<file path="config.mk">
export PLATFORM = sky130hd
export DESIGN_NAME = text_to_unsigned_integer_parser_flat
export DESIGN_NICKNAME = d
export VERILOG_FILES = /design/src/rtl/ttui_pkg.sv /design/src/rtl/ttui_char_if.sv /design/src/rtl/ttui_result_if.sv /design/src/rtl/text_to_unsigned_integer_parser.sv /design/src/rtl/ttui_core.sv /design/src/flat_wrapper.sv
export SDC_FILE = /design/constraint.sdc
export NUM_CORES = 1
export LEC_CHECK = 0
export BUFFER_PORTS_ARGS = -buffer_cell sky130_fd_sc_hd__buf_2
export CORE_UTILIZATION = 55
export CTS_BUF_LIST = sky130_fd_sc_hd__clkbuf_4
export DETAILED_ROUTE_END_ITERATION = 8
export PLACE_DENSITY = 0.72
export RECOVER_POWER = 50
export SLEW_MARGIN = 30
export SYNTH_ARGS = -nofsm -noshare
export SYNTH_HDL_FRONTEND = slang
export SYNTH_SLANG_ARGS = --single-unit
</file>
<file path="constraint.sdc">
create_clock -name clk -period 9.2 [get_ports clk]
set_input_delay 0.92 -clock clk [delete_from_list [all_inputs] [get_ports clk]]
set_output_delay 0.92 -clock clk [all_outputs]
set_load 0.05 [all_outputs]
</file>
<file path="src/rtl/ttui_pkg.sv">
// Shared types, constants and character helpers for the text-to-integer parser.
`timescale 1ns / 1ps
`default_nettype none

package ttui_pkg;

	// Field widths of the streams and of the configuration register.
	localparam int CHAR_W   = 8;
	localparam int BASE_W   = 6;
	localparam int VALUE_W  = 64;
	localparam int OFFSET_W = 13;
	localparam int STATUS_W = 2;

	// Default saturation point of the character position counters.
	localparam int MAX_CHARS_DEFAULT = 4096;

	// Radix codes used by the parser.
	localparam logic [BASE_W-1:0] BASE_AUTO = 6'd0;
	localparam logic [BASE_W-1:0] BASE_BAD  = 6'd1;
	localparam logic [BASE_W-1:0] BASE_MIN  = 6'd2;
	localparam logic [BASE_W-1:0] BASE_OCT  = 6'd8;
	localparam logic [BASE_W-1:0] BASE_DEC  = 6'd10;
	localparam logic [BASE_W-1:0] BASE_HEX  = 6'd16;
	localparam logic [BASE_W-1:0] BASE_MAX  = 6'd36;

	// Digit value reported for a character that is no digit in any radix.
	localparam logic [BASE_W-1:0] DIGIT_NONE = 6'd36;

	// Characters with a meaning of their own.
	localparam logic [CHAR_W-1:0] CH_NUL   = 8'h00;
	localparam logic [CHAR_W-1:0] CH_TAB   = 8'h09;
	localparam logic [CHAR_W-1:0] CH_CR    = 8'h0D;
	localparam logic [CHAR_W-1:0] CH_SPACE = 8'h20;
	localparam logic [CHAR_W-1:0] CH_PLUS  = 8'h2B;
	localparam logic [CHAR_W-1:0] CH_MINUS = 8'h2D;
	localparam logic [CHAR_W-1:0] CH_ZERO  = 8'h30;
	localparam logic [CHAR_W-1:0] CH_NINE  = 8'h39;
	localparam logic [CHAR_W-1:0] CH_UA    = 8'h41;
	localparam logic [CHAR_W-1:0] CH_UX    = 8'h58;
	localparam logic [CHAR_W-1:0] CH_UZ    = 8'h5A;
	localparam logic [CHAR_W-1:0] CH_LA    = 8'h61;
	localparam logic [CHAR_W-1:0] CH_LX    = 8'h78;
	localparam logic [CHAR_W-1:0] CH_LZ    = 8'h7A;

	typedef enum logic [STATUS_W-1:0] {
		ST_OK      = 2'd0,
		ST_INVALID = 2'd1,
		ST_RANGE   = 2'd2
	} status_t;

	// One finished conversion before the sign is applied.
	typedef struct packed {
		logic [VALUE_W-1:0]  acc;
		logic                neg;
		logic [OFFSET_W-1:0] offset;
		status_t             status;
	} ttui_result_t;

	// Value of a character as a digit, DIGIT_NONE when it is none.
	function automatic logic [BASE_W-1:0] digit_of(input logic [CHAR_W-1:0] c);
		logic [BASE_W-1:0] d;
		d = DIGIT_NONE;
		if (c >= CH_ZERO && c <= CH_NINE) begin
			d = BASE_W'(c - CH_ZERO);
		end else if (c >= CH_LA && c <= CH_LZ) begin
			d = BASE_W'(c - CH_LA) + BASE_DEC;
		end else if (c >= CH_UA && c <= CH_UZ) begin
			d = BASE_W'(c - CH_UA) + BASE_DEC;
		end
		return d;
	endfunction

	// Space, or tab through carriage return.
	function automatic logic is_blank(input logic [CHAR_W-1:0] c);
		return (c == CH_SPACE) || (c >= CH_TAB && c <= CH_CR);
	endfunction

endpackage

`default_nettype wire

</file>
<file path="src/rtl/ttui_char_if.sv">
// Character stream channel: one byte of text and an end-of-string mark per transfer.
`timescale 1ns / 1ps
`default_nettype none

interface ttui_char_if;
	import ttui_pkg::*;

	logic              valid;
	logic              ready;
	logic [CHAR_W-1:0] char_code;
	logic              is_last;

	modport source (output valid, output char_code, output is_last, input ready);
	modport sink (input valid, input char_code, input is_last, output ready);
endinterface

`default_nettype wire

</file>
<file path="src/rtl/ttui_result_if.sv">
// Result channel: converted value, end offset and status per transfer.
`timescale 1ns / 1ps
`default_nettype none

interface ttui_result_if;
	import ttui_pkg::*;

	logic                valid;
	logic                ready;
	logic [VALUE_W-1:0]  value;
	logic [OFFSET_W-1:0] end_offset;
	logic [STATUS_W-1:0] status;

	modport source (output valid, output value, output end_offset, output status,
		input ready);
	modport sink (input valid, input value, input end_offset, input status,
		output ready);
endinterface

`default_nettype wire

</file>
<file path="src/rtl/text_to_unsigned_integer_parser.sv">
// Top level of the streaming text-to-unsigned-integer parser.
//
//   channel  role    transfer when        payload
//   chars    sink    valid && ready       char_code[7:0], is_last
//   results  source  valid && ready       value[63:0], end_offset[12:0], status[1:0]
//   cfg      write   cfg_wr_en            cfg_wr_data[5:0] -> base_select
//
// One character is taken in every clock cycle unless a closing character waits
// in the input register behind a stalled result. A character passes an input
// register, then updates the parse state with one 64 by 6 bit multiply-add; a
// string's result is written to the output register on that same edge.
// The output register frees its slot in the cycle it is read, so a stalled
// result only holds back the character that would produce the next result.
// Reset is asynchronous and active low; it clears base_select to auto mode.
`timescale 1ns / 1ps
`default_nettype none

module text_to_unsigned_integer_parser #(
	parameter int MAX_CHARS = ttui_pkg::MAX_CHARS_DEFAULT
) (
	input  wire logic                        clk,
	input  wire logic                        arst_n,
	ttui_char_if.sink                        chars,
	ttui_result_if.source                    results,
	input  wire logic                        cfg_wr_en,
	input  wire logic [ttui_pkg::BASE_W-1:0] cfg_wr_data
);
	import ttui_pkg::*;

	// Configuration: the radix selection, sampled by the core at the start
	// of every string.
	logic [BASE_W-1:0] base_select_q;

	// Input register stage.
	logic              valid_s1;
	logic [CHAR_W-1:0] char_s1;
	logic              last_s1;

	// Output register.
	logic                res_valid_q;
	logic [VALUE_W-1:0]  res_acc_q;
	logic                res_neg_q;
	logic [OFFSET_W-1:0] res_offset_q;
	status_t             res_status_q;

	logic         emit_s1;
	logic         out_free;
	logic         advance;
	ttui_result_t res_s1;

	// A character that ends a string needs the output slot; any other one
	// moves on regardless of the result side.
	assign out_free     = !res_valid_q || results.ready;
	assign advance      = valid_s1 && (!emit_s1 || out_free);
	assign chars.ready  = !valid_s1 || advance;

	ttui_core #(
		.MAX_CHARS(MAX_CHARS)
	) u_core (
		.clk        (clk),
		.arst_n     (arst_n),
		.advance    (advance),
		.char_code  (char_s1),
		.is_last    (last_s1),
		.base_select(base_select_q),
		.emit       (emit_s1),
		.res        (res_s1)
	);

	always_ff @(posedge clk or negedge arst_n) begin
		if (!arst_n) begin
			base_select_q <= BASE_AUTO;
		end else if (cfg_wr_en) begin
			base_select_q <= cfg_wr_data;
		end
	end

	always_ff @(posedge clk or negedge arst_n) begin
		if (!arst_n) begin
			valid_s1 <= 1'b0;
		end else if (chars.ready) begin
			valid_s1 <= chars.valid;
		end
	end

	always_ff @(posedge clk) begin
		if (chars.valid && chars.ready) begin
			char_s1 <= chars.char_code;
			last_s1 <= chars.is_last;
		end
	end

	always_ff @(posedge clk or negedge arst_n) begin
		if (!arst_n) begin
			res_valid_q <= 1'b0;
		end else if (advance && emit_s1) begin
			res_valid_q <= 1'b1;
		end else if (results.ready) begin
			res_valid_q <= 1'b0;
		end
	end

	always_ff @(posedge clk) begin
		if (advance && emit_s1) begin
			res_acc_q    <= res_s1.acc;
			res_neg_q    <= res_s1.neg;
			res_offset_q <= res_s1.offset;
			res_status_q <= res_s1.status;
		end
	end

	// The minus sign is applied after the output register, which keeps the
	// negation out of the multiply-add path.
	assign results.valid      = res_valid_q;
	assign results.value      = res_neg_q ? VALUE_W'(0) - res_acc_q : res_acc_q;
	assign results.end_offset = res_offset_q;
	assign results.status     = res_status_q;

	// An out-of-range result always reads as all ones.
	a_range_all_ones: assert property (@(posedge clk) disable iff (!arst_n)
		res_valid_q && res_status_q == ST_RANGE |-> results.value == '1)
		else $error("range status without saturated value");

	// An error or an empty conversion carries neither a value nor an offset.
	a_no_offset_zero: assert property (@(posedge clk) disable iff (!arst_n)
		res_valid_q && (res_status_q == ST_INVALID || res_offset_q == '0)
		|-> results.value == '0 && results.end_offset == '0)
		else $error("nonzero value without converted characters");

	// A character held back in the input stage keeps its contents.
	a_s1_holds: assert property (@(posedge clk) disable iff (!arst_n)
		valid_s1 && !advance |=> valid_s1 && $stable(char_s1) && $stable(last_s1))
		else $error("stalled character lost");

	// A result is never written over before it is read.
	a_no_overwrite: assert property (@(posedge clk) disable iff (!arst_n)
		advance && emit_s1 |-> !res_valid_q || results.ready)
		else $error("result overwritten while stalled");

endmodule

`default_nettype wire

</file>
<file path="src/rtl/ttui_core.sv">
// Parse state machine with the per-character multiply-add of the accumulator.
`timescale 1ns / 1ps
`default_nettype none

module ttui_core #(
	parameter int MAX_CHARS = ttui_pkg::MAX_CHARS_DEFAULT
) (
	input  wire logic                         clk,
	input  wire logic                         arst_n,
	input  wire logic                         advance,
	input  wire logic [ttui_pkg::CHAR_W-1:0]  char_code,
	input  wire logic                         is_last,
	input  wire logic [ttui_pkg::BASE_W-1:0]  base_select,
	output      logic                         emit,
	output      ttui_pkg::ttui_result_t       res
);
	import ttui_pkg::*;

	localparam int POS_W = $clog2(MAX_CHARS + 1);
	localparam logic [POS_W-1:0] POS_MAX = POS_W'(MAX_CHARS);

	typedef enum logic [2:0] {
		PH_SPACE,
		PH_SIGNED,
		PH_ZERO,
		PH_ZEROX,
		PH_DIGITS,
		PH_DONE
	} phase_t;

	phase_t             phase_q, phase_n;
	logic               neg_q, neg_n;
	logic [VALUE_W-1:0] acc_q, acc_n;
	logic               ovf_q, ovf_n;
	logic [BASE_W-1:0]  base_q, base_n;
	logic [POS_W-1:0]   pos_q, pos_n;
	logic [POS_W-1:0]   endp_q, endp_n;
	logic               sign_q, sign_n;

	logic [POS_W-1:0]   pos_inc;
	logic [BASE_W-1:0]  digit;
	logic               first;

	assign pos_inc = (pos_q >= POS_MAX) ? POS_MAX : pos_q + 1'b1;
	assign digit   = digit_of(char_code);
	assign first   = (pos_q == '0) && (phase_q == PH_SPACE);
	assign emit    = (char_code == CH_NUL) || is_last;

	always_comb begin
		logic [BASE_W-1:0]      b0;
		logic [BASE_W-1:0]      tb;
		logic                   take;
		logic [VALUE_W+BASE_W-1:0] prod;

		b0      = first ? base_select : base_q;
		tb      = b0;
		take    = 1'b0;
		phase_n = phase_q;
		neg_n   = neg_q;
		acc_n   = acc_q;
		ovf_n   = ovf_q;
		base_n  = b0;
		pos_n   = pos_q;
		endp_n  = endp_q;
		sign_n  = sign_q;

		if (char_code != CH_NUL) begin
			pos_n = pos_inc;
			unique case (phase_q)
				PH_SPACE, PH_SIGNED: begin
					if (phase_q == PH_SIGNED || !is_blank(char_code)) begin
						if (b0 == BASE_BAD || b0 > BASE_MAX) begin
							phase_n = PH_DONE;
						end else if (phase_q == PH_SPACE &&
							(char_code == CH_PLUS || char_code == CH_MINUS)) begin
							sign_n  = 1'b1;
							neg_n   = (char_code == CH_MINUS);
							phase_n = PH_SIGNED;
						end else if ((b0 == BASE_AUTO || b0 == BASE_HEX) &&
							char_code == CH_ZERO) begin
							acc_n   = '0;
							endp_n  = pos_inc;
							phase_n = PH_ZERO;
						end else begin
							tb     = (b0 == BASE_AUTO) ? BASE_DEC : b0;
							base_n = tb;
							take   = 1'b1;
						end
					end
				end
				PH_ZERO: begin
					if (char_code == CH_LX || char_code == CH_UX) begin
						phase_n = PH_ZEROX;
					end else begin
						tb     = (b0 == BASE_AUTO) ? BASE_OCT : b0;
						base_n = tb;
						take   = 1'b1;
					end
				end
				PH_ZEROX: begin
					if (digit < BASE_HEX) begin
						tb     = BASE_HEX;
						base_n = BASE_HEX;
						take   = 1'b1;
					end else begin
						phase_n = PH_DONE;
					end
				end
				PH_DIGITS: begin
					take = 1'b1;
				end
				default: begin
					phase_n = PH_DONE;
				end
			endcase
		end

		// One multiply-add per character; any bit above the low 64 means overflow.
		prod = (VALUE_W+BASE_W)'(acc_q) * (VALUE_W+BASE_W)'(tb) +
			(VALUE_W+BASE_W)'(digit);
		if (take) begin
			if (tb < BASE_MIN || tb > BASE_MAX || digit >= tb) begin
				phase_n = PH_DONE;
			end else begin
				if (!ovf_q) begin
					ovf_n = |prod[VALUE_W+BASE_W-1:VALUE_W];
					acc_n = prod[VALUE_W-1:0];
				end
				endp_n  = pos_inc;
				phase_n = PH_DIGITS;
			end
		end
	end

	always_comb begin
		res.acc    = '0;
		res.neg    = 1'b0;
		res.offset = '0;
		res.status = ST_OK;
		if (base_n == BASE_BAD || base_n > BASE_MAX) begin
			res.status = ST_INVALID;
		end else if (endp_n == '0) begin
			res.status = sign_n ? ST_INVALID : ST_OK;
		end else if (ovf_n) begin
			res.acc    = '1;
			res.offset = OFFSET_W'(endp_n);
			res.status = ST_RANGE;
		end else begin
			res.acc    = acc_n;
			res.neg    = neg_n;
			res.offset = OFFSET_W'(endp_n);
		end
	end

	always_ff @(posedge clk or negedge arst_n) begin
		if (!arst_n) begin
			phase_q <= PH_SPACE;
			neg_q   <= 1'b0;
			acc_q   <= '0;
			ovf_q   <= 1'b0;
			base_q  <= '0;
			pos_q   <= '0;
			endp_q  <= '0;
			sign_q  <= 1'b0;
		end else if (advance) begin
			if (emit) begin
				phase_q <= PH_SPACE;
				neg_q   <= 1'b0;
				acc_q   <= '0;
				ovf_q   <= 1'b0;
				base_q  <= '0;
				pos_q   <= '0;
				endp_q  <= '0;
				sign_q  <= 1'b0;
			end else begin
				phase_q <= phase_n;
				neg_q   <= neg_n;
				acc_q   <= acc_n;
				ovf_q   <= ovf_n;
				base_q  <= base_n;
				pos_q   <= pos_n;
				endp_q  <= endp_n;
				sign_q  <= sign_n;
			end
		end
	end

	// A finished string leaves the parser ready for a fresh one.
	a_clear_after_emit: assert property (@(posedge clk) disable iff (!arst_n)
		advance && emit |=> pos_q == '0 && phase_q == PH_SPACE && !ovf_q)
		else $error("parser state not cleared after a result");

	// The end of the last digit never lies beyond the characters consumed.
	a_end_within_pos: assert property (@(posedge clk) disable iff (!arst_n)
		endp_q <= pos_q && pos_q <= POS_MAX)
		else $error("end position beyond consumed characters");

endmodule

`default_nettype wire
</file>
<file path="src/flat_wrapper.sv">
// flat-port wrapper written by rule: the top's interface ports become plain ports
module text_to_unsigned_integer_parser_flat import ttui_pkg::*;
#(
	parameter int MAX_CHARS = ttui_pkg::MAX_CHARS_DEFAULT
)
  (clk, arst_n, cfg_wr_en, cfg_wr_data, chars_valid, chars_char_code, chars_is_last, chars_ready, results_valid, results_value, results_end_offset, results_status, results_ready);
  ttui_char_if chars_i ();
  ttui_result_if results_i ();
  input  wire logic clk;
  input  wire logic arst_n;
  input  wire logic cfg_wr_en;
  input  wire logic [ttui_pkg::BASE_W-1:0] cfg_wr_data;
  input wire logic [$bits(chars_i.valid)-1:0] chars_valid;
  input wire logic [$bits(chars_i.char_code)-1:0] chars_char_code;
  input wire logic [$bits(chars_i.is_last)-1:0] chars_is_last;
  output wire logic [$bits(chars_i.ready)-1:0] chars_ready;
  output wire logic [$bits(results_i.valid)-1:0] results_valid;
  output wire logic [$bits(results_i.value)-1:0] results_value;
  output wire logic [$bits(results_i.end_offset)-1:0] results_end_offset;
  output wire logic [$bits(results_i.status)-1:0] results_status;
  input wire logic [$bits(results_i.ready)-1:0] results_ready;
  assign chars_i.valid = chars_valid;
  assign chars_i.char_code = chars_char_code;
  assign chars_i.is_last = chars_is_last;
  assign chars_ready = chars_i.ready;
  assign results_valid = results_i.valid;
  assign results_value = results_i.value;
  assign results_end_offset = results_i.end_offset;
  assign results_status = results_i.status;
  assign results_i.ready = results_ready;
  text_to_unsigned_integer_parser #(.MAX_CHARS(MAX_CHARS)) u_core (.clk(clk), .arst_n(arst_n), .chars(chars_i), .results(results_i), .cfg_wr_en(cfg_wr_en), .cfg_wr_data(cfg_wr_data));
endmodule
</file>
==> out/results.txt, run 1 <==
Outcome = finished with violations
Failing checks = max-capacitance violations, max-slew violations
Root buffer cell = clkbuf_4
Worst hold start = chars_is_last
Post-synth top area cell = fa_1
Register Area = 0.00543 mm²
Final core utilization = 58.9%
Syn avg cell area = 9.40 µm²
Port Buffer Count = 100
Worst-Skew Late Latency = 0.72 ns
FF-to-FF path depth = 29
Slew @ Worst Pin = 4.07 ns
Pleak = 0.0123 µW
Fillers = 3,740
RSZ-0062 raised after global routing = no
Syn Inst Count = 2,556
Clk pwr share = 15.5%
Top post-synthesis cells by area = fa_1 21%, dfrtp_1 11%, edfxtp_1 11%
Mapped cell area = 0.0240 mm²
Vias = 20,300
Die ar. = 0.0445 mm²
Placer Congestion = 0.987
Via-to-Cell Ratio = 6.42
Nets = 2,998
Sequential power share = 32.1%
Worst min-delay path class = input port to flop
Total CTS buffers = 17
Clk buf depth = 2
Top Family by Delay on Critical Path = compound AO/OA/AOI/OAI gates
P per Cell Area = 131 mW/mm²
Slowest cell delay on critical path = 0.66 ns
Critical Path Source Type = flop
Yosys reg bits = 199
Top-area cell type share of the netlist area = 21.0%
Ys async rst share = 55.3%
Ys flop type = dfrtp_1
R2r startpoint = u_core.char_s1[1]
Period utilization = 95.7%
Cell Int Power = 1550 µW
Peak supply drop = 142 µV
Post-DP HPWL = 50.2 mm
Critical path arrival = 9.26 ns
Hold Path Sink = u_core.last_s1
Hold buffers post-CTS = 0
TritonCTS Sinks = 199
Register area share after synthesis = 22.6%
Initial Util = 55.8%
Setup CP Type = flop to flop
Detailed-router iteration count before antenna repair = 6
Post-layout min period = 8.80 ns
DIE WIDTH = 211 µm
Max_slew headroom = -172%
DRT antenna net count = 0
Net load switching power = 1770 µW
Endpoint class of the critical path = flop
Max Clk Rate = 0.114 GHz
Buf/Inv on CP = 5
Setup Skew = 0.0295 ns
Switching share of power = 53.2%
Pin count of the biggest net entering global routing = 71
Slew Viols, Final = 264
Critical Path Stages = 29
Vias in the first global route = 19,800
First-pass GRT wire length = 110 mm
Layout area overhead = 5.61%
H-tree depth = 4
Slack of the critical path = 0.400 ns
Gr ovfl total = 0
FF-to-FF End = u_core.res_acc_q[45]
Max FO, Critical Path = 35
Max Cap Viol = 5
Hold Path Cell Cnt = 1
Comb power frac = 52.4%
CTS tree = yes
FP Rows = 76
Ratio of cells with drive above 1 in the final layout = 8.12%
Syn nets = 2,992
Core Region = 0.0431 mm²
Area of the multi-input gates = 0.0177 mm²
Number of remaining DRC errors = 0
Antenna violations before repair = 1
Ports = 101
Chip height = 211 µm
Crit. Startpoint = u_core.char_s1[1]
Final setup violation count = 0
Ys Warns = 0
Routed WL = 69.0 mm
Hold Violations, Final = 0
Unique masters post-synth = 87
CP required = 9.66 ns
Critical-path top delay cell = or4b_2
DR iter-0 viols = 1,960
Flop2flop setup slack = 0.40 ns
Post-synth EDFFs = 89
Dpl ws = -0.00577 ns
Global Route Usage Sum = 31.5%
Routed WL per cell = 21.8 µm
CTS clk-pin slew, worst paths = 0.18 ns
## cell usage after synthesis (all sizes together) (4+ instances only)
library cell / n
and2: 255
fa: 252
nand2: 198
ha: 164
and3: 135
clkbuf: 130
o21ai: 121
nor2: 115
dfrtp: 110
a21oi: 107
inv: 96
edfxtp: 89
xnor2: 89
nand3: 86
a31oi: 83
a22o: 68
xor2: 43
buf: 35
nand4: 30
o31ai: 29
nor3: 28
a21o: 27
mux2i: 24
or3: 24
o21bai: 21
a211oi: 16
nor4: 16
o211ai: 16
nand2b: 15
nor2b: 10
a21boi: 9
mux2: 9
or4: 9
o21a: 8
or2: 7
a2111oi: 5
a221oi: 5
a31o: 5
and4: 5
nand3b: 5
nor3b: 5
o41ai: 5
a22oi: 4
a32oi: 4
## placed cells by master, fill, tap and decap left out, drive strengths merged, types with 8 or more instances in the layout
cell type / count
and3: 135
a21boi: 9
o21ai: 121
inv: 103
a22o: 68
a21o: 27
o21a: 8
or3: 24
a21oi: 107
nor4: 16
nand2: 198
nand2b: 15
edfxtp: 89
nor2: 115
mux2: 9
nand4: 30
a31oi: 83
nor2b: 10
ha: 164
nor3: 28
nand3: 86
o31ai: 29
xor2: 43
dfrtp: 110
o21bai: 21
xnor2: 89
fa: 252
a211oi: 16
buf: 114
or4: 9
o211ai: 16
mux2i: 24
clkbuf: 56
and2: 255
## layout make-up
cell class              instances  area share (%)
clock inverters                14           0.621
flip-flops and latches        199            21.4
multi-input cells            2096            69.7
inverters                      96            1.42
clock buffers                  18           0.532
diodes                          1         0.00986
well taps                     585            2.88
repair buffers                152            3.50
## cell families after synthesis
group	share of synthesized area (%)
and+or+nand+nor	21.4
muxes	1.44
buffers and inverters	4.36
xor gates and xnor gates	4.81
DFF	22.6
AOI/OAI and AO/OA	15.9
adders and majority gates	29.5
## state kept, by name, summed over array words and instances (netlist names), 3 cells and up
register,count
u_core.u_core.phase_q,3
u_core.u_core.pos_q,13
u_core.res_acc_q,64
u_core.u_core.endp_q,13
u_core.u_core.base_q,6
u_core.base_select_q,6
u_core.u_core.acc_q,64
u_core.results.end_offset,13
u_core.char_s1,8
## timing repair
action                                  CTS  global route
pin swaps                                 0             6
setup buffers                             0             9
endpoints found under the setup margin   35            67
resized for setup                         1            11
gates cloned                              0             3
## metrics by stage
step	hold WS (ns)	cells	instance area (µm²)	TNS [ns]	power, µW
global placement	0.451	3116	25000	0	2690
floorplan	0.435	2556	24000	0	2190
finish	0.379	3161	25400	0	3320
CTS	0.217	3148	25300	0	3240
global route	0.336	3161	25400	0	3470
detailed placement	0.448	3116	25000	-0.00577	2730
## power groups by stage
stage               logic (µW)  registers (µW)  clock network, µW
finish                    1740            1060                514
global route              1850            1070                547
CTS                       1660            1060                525
detailed placement        1650            1080                  0
global placement          1620            1070                  0
floorplan                 1120            1070                  0
## per-layer routing
metal  wire length (µm)  global-route usage, %
met1              29800                   45.2
met4               1970                   10.5
met2              31500                   48.3
met5                  0                      0
met3               5730                   5.28
## worst register-to-register path: cells and delay by family, from the launching register on
family          cells  cell delay [ns]
simple gates        5             1.61
compound gates     13             2.92
buf+inv             5             1.12
flops               1             0.48
fa+ha+maj           6             2.43
## worst max-delay path by stage
stage / to / slack, ns
2_1_floorplan: u_core.res_acc_q[47] / 0.75
5_1_grt: u_core.res_acc_q[13] / 0.006
3_5_place_dp: u_core.res_acc_q[21] / -0.006
3_3_place_gp: u_core.res_acc_q[22] / 0.22
6_report: u_core.res_acc_q[45] / 0.40
4_1_cts: u_core.res_acc_q[19] / 0.08
No activity file was read; power rests on OpenSTA's default activity.
==> inputs of run 2 (changes only) <==
Settings changed: GPL_TIMING_DRIVEN set to 0, REMOVE_ABC_BUFFERS set to 1.
==> run 2 against run 1 <==
The flow still finishes with violations (max-capacitance violations, max-slew violations). Maximum frequency fell by 1.6%. Via count rose by 0.89%. Sequential cell count is the same. Largest power group unchanged. Routed wire length increased by 3.5%. Largest cell class unchanged. Sequential share of layout area is 0.62 points lower. Combinational power grew 16%. Design area is 3.0% higher. Highest routed layer is now met5. Final cell count is 0.70% higher. Total power up 9.2%.
==> out/results.txt, run 2 (synthesized netlist as in run 1, its figures left out) <==
Ports = 101 (unchanged)
Most frequent cells in the layout = 252 x and2_1, 252 x fa_1, 194 x nand2_1
Failing checks = max-capacitance violations, max-slew violations
Post-route cell area = 0.0262 mm² (+3.0%)
Vias = 20,500 (+0.89%)
Final setup violation count = 0 (unchanged)
Post-layout min period = 8.95 ns (+0.148 ns)
Worst min-delay path class = input port to flop
Crit. Startpoint = u_core.char_s1[0]
Number of remaining DRC errors = 0 (unchanged)
Slew @ Worst Pin = 3.47 ns (-0.606 ns)
Slew Viols, Final = 136 (-48%)
Worst hold start = chars_char_code[3]
CTS clk-pin slew, worst paths = 0.19 ns (about the same)
R2r startpoint = u_core.char_s1[0]
Detailed-router iteration count before antenna repair = 6 (unchanged)
Nets = 3,018 (+0.67%)
Routed WL per cell = 22.4 µm (+2.8%)
Routed WL = 71.5 mm (+3.5%)
Top Family by Delay on Critical Path = compound AO/OA/AOI/OAI gates
Max FO, Critical Path = 24 (-31%)
Outcome = finished with violations
Max Clk Rate = 0.112 GHz (-1.6%)
Die ar. = 0.0445 mm² (unchanged)
Biggest regs = u_core.res_acc_q (64), u_core.u_core.acc_q (64)
Critical path arrival = 9.48 ns (+0.22 ns)
CP required = 9.73 ns (+0.07 ns)
Global Route Usage Sum = 33.0% (+1.5 points)
Critical Path Source Type = flop
Ratio of cells with drive above 1 in the final layout = 9.94% (+1.8 points)
Placed cell areas = 0.0254 mm² (+1.8%)
RSZ-0062 raised after global routing = no
First-pass GRT wire length = 114 mm (+3.5%)
Buf/Inv on CP = 9 (+4)
Slowest cell delay on critical path = 0.54 ns (-0.12 ns)
Final core utilization = 60.7% (+1.8 points)
Gr ovfl total = 0 (unchanged)
Total CTS buffers = 17 (unchanged)
Hold Violations, Final = 0 (unchanged)
Pin count of the biggest net entering global routing = 68 (-4.2%)
Peak supply drop = 221 µV (+56%)
P per Cell Area = 139 mW/mm² (+6.0%)
Max_slew headroom = -131% (+40 points)
Pleak = 0.0125 µW (+2.3%)
Dpl ws = -2.10 ns (-2.09 ns)
H-tree depth = 4 (unchanged)
Worst-Skew Late Latency = 0.81 ns (+0.09 ns)
Clk buf depth = 2 (unchanged)
Setup CP Type = flop to flop
TritonCTS Sinks = 199 (unchanged)
FP Rows = 76 (unchanged)
Layout area overhead = 8.79%
Slack of the critical path = 0.252 ns (-0.148 ns)
Max Cap Viol = 3 (-2)
Period utilization = 97.3% (+1.6 points)
Post-DP HPWL = 51.4 mm (+2.4%)
Antenna violations before repair = 3 (+2)
Vias in the first global route = 20,700 (+4.3%)
Endpoint class of the critical path = flop
Initial Util = 55.8% (unchanged)
DRT antenna net count = 0 (unchanged)
Critical-path top delay cell = or4b_4
DR iter-0 viols = 2,135 (+8.9%)
Port Buffer Count = 100 (unchanged)
DIE WIDTH = 211 µm (unchanged)
Placer Congestion = 0.951 (-3.7%)
Setup Skew = 0.0427 ns (+0.0131 ns)
Root buffer cell = clkbuf_4
Chip height = 211 µm (unchanged)
CTS tree = yes
Via-to-Cell Ratio = 6.43 (+0.20%)
Core Region = 0.0431 mm² (unchanged)
[run 2: changes by cell type in the layout (fill, tap and decap cells not counted), moves of 4 or more]
cell,delta
buf_12,+9
buf_16,+11
buf_2,+8
buf_4,-10
clkbuf_1,-5
ha_1,-4
[run 2: through the flow]
step / setup TNS (ns) / hold slack, ns / total power, µW / instances
2_1_floorplan: -66.96 / 0.435 / 2020 / 2391
3_5_place_dp: -134.43 / 0.463 / 2940 / 3112
6_report: 0 / 0.275 / 3620 / 3183
4_1_cts: 0 / 0.209 / 3520 / 3164
3_3_place_gp: -913.58 / 0.456 / 2610 / 3076
5_1_grt: 0 / 0.240 / 3770 / 3182
[run 2: path summary, 6_finish.rpt]
check                                            to  slack [ns]  cells after the start
max in group asynchronous   u_core.u_core.pos_q[12]        2.69                      3
hold reg to reg            u_core.u_core.phase_q[2]        0.49                      1
hold / removal                    u_core.char_s1[3]        0.27                      1
setup / recovery               u_core.res_acc_q[37]        0.25                     34
min in group asynchronous    u_core.u_core.pos_q[2]        1.81                      2
setup reg to reg               u_core.res_acc_q[37]        0.25                     34
[run 2: repair_timing]
action	4_1_cts	5_1_grt
cloned	3	3
pin swaps	11	12
hold endpoints to repair	35	0
resized for setup	19	30
hold buffers	1	0
endpoints found under the setup margin	98	69
buffers inserted	18	13
[run 2: report_power, final]
| group | switching, µW | total, µW | internal, µW |
|---|---|---|---|
| clock | 383 | 537 | 154 |
| sequential | 81.1 | 1070 | 987 |
| combinational | 1400 | 2020 | 613 |
[run 2: layout make-up]
class                      count  area, µm²
tap                          585        732
fill                        3618      16900
multi-input combinational   2098      17900
clock buffer                  19        143
inverter                      96        363
sequential                   199       5430
antenna                        3       7.51
clock inverter                13        160
timing repair buffer         170       1390
[run 2: worst reg2reg max path, delay by kind of cell, from the launching register on]
kind | cells | cell delay, ns
buffers and inverters | 9 | 1.06
AND/OR/NAND/NOR | 5 | 1.30
adder cells (fa/ha/maj) | 6 | 2.52
AO/OA/AOI/OAI | 14 | 3.32
flip-flops | 1 | 0.49
[run 2: metal layers]
metal,vias up,share of wire (%),global-route usage [%]
li1,9124,-,-
met4,2,4.2,15.1
met3,162,8.2,6.59
met5,-,0.018,0
met2,967,47,52.3
met1,10200,41,43.6
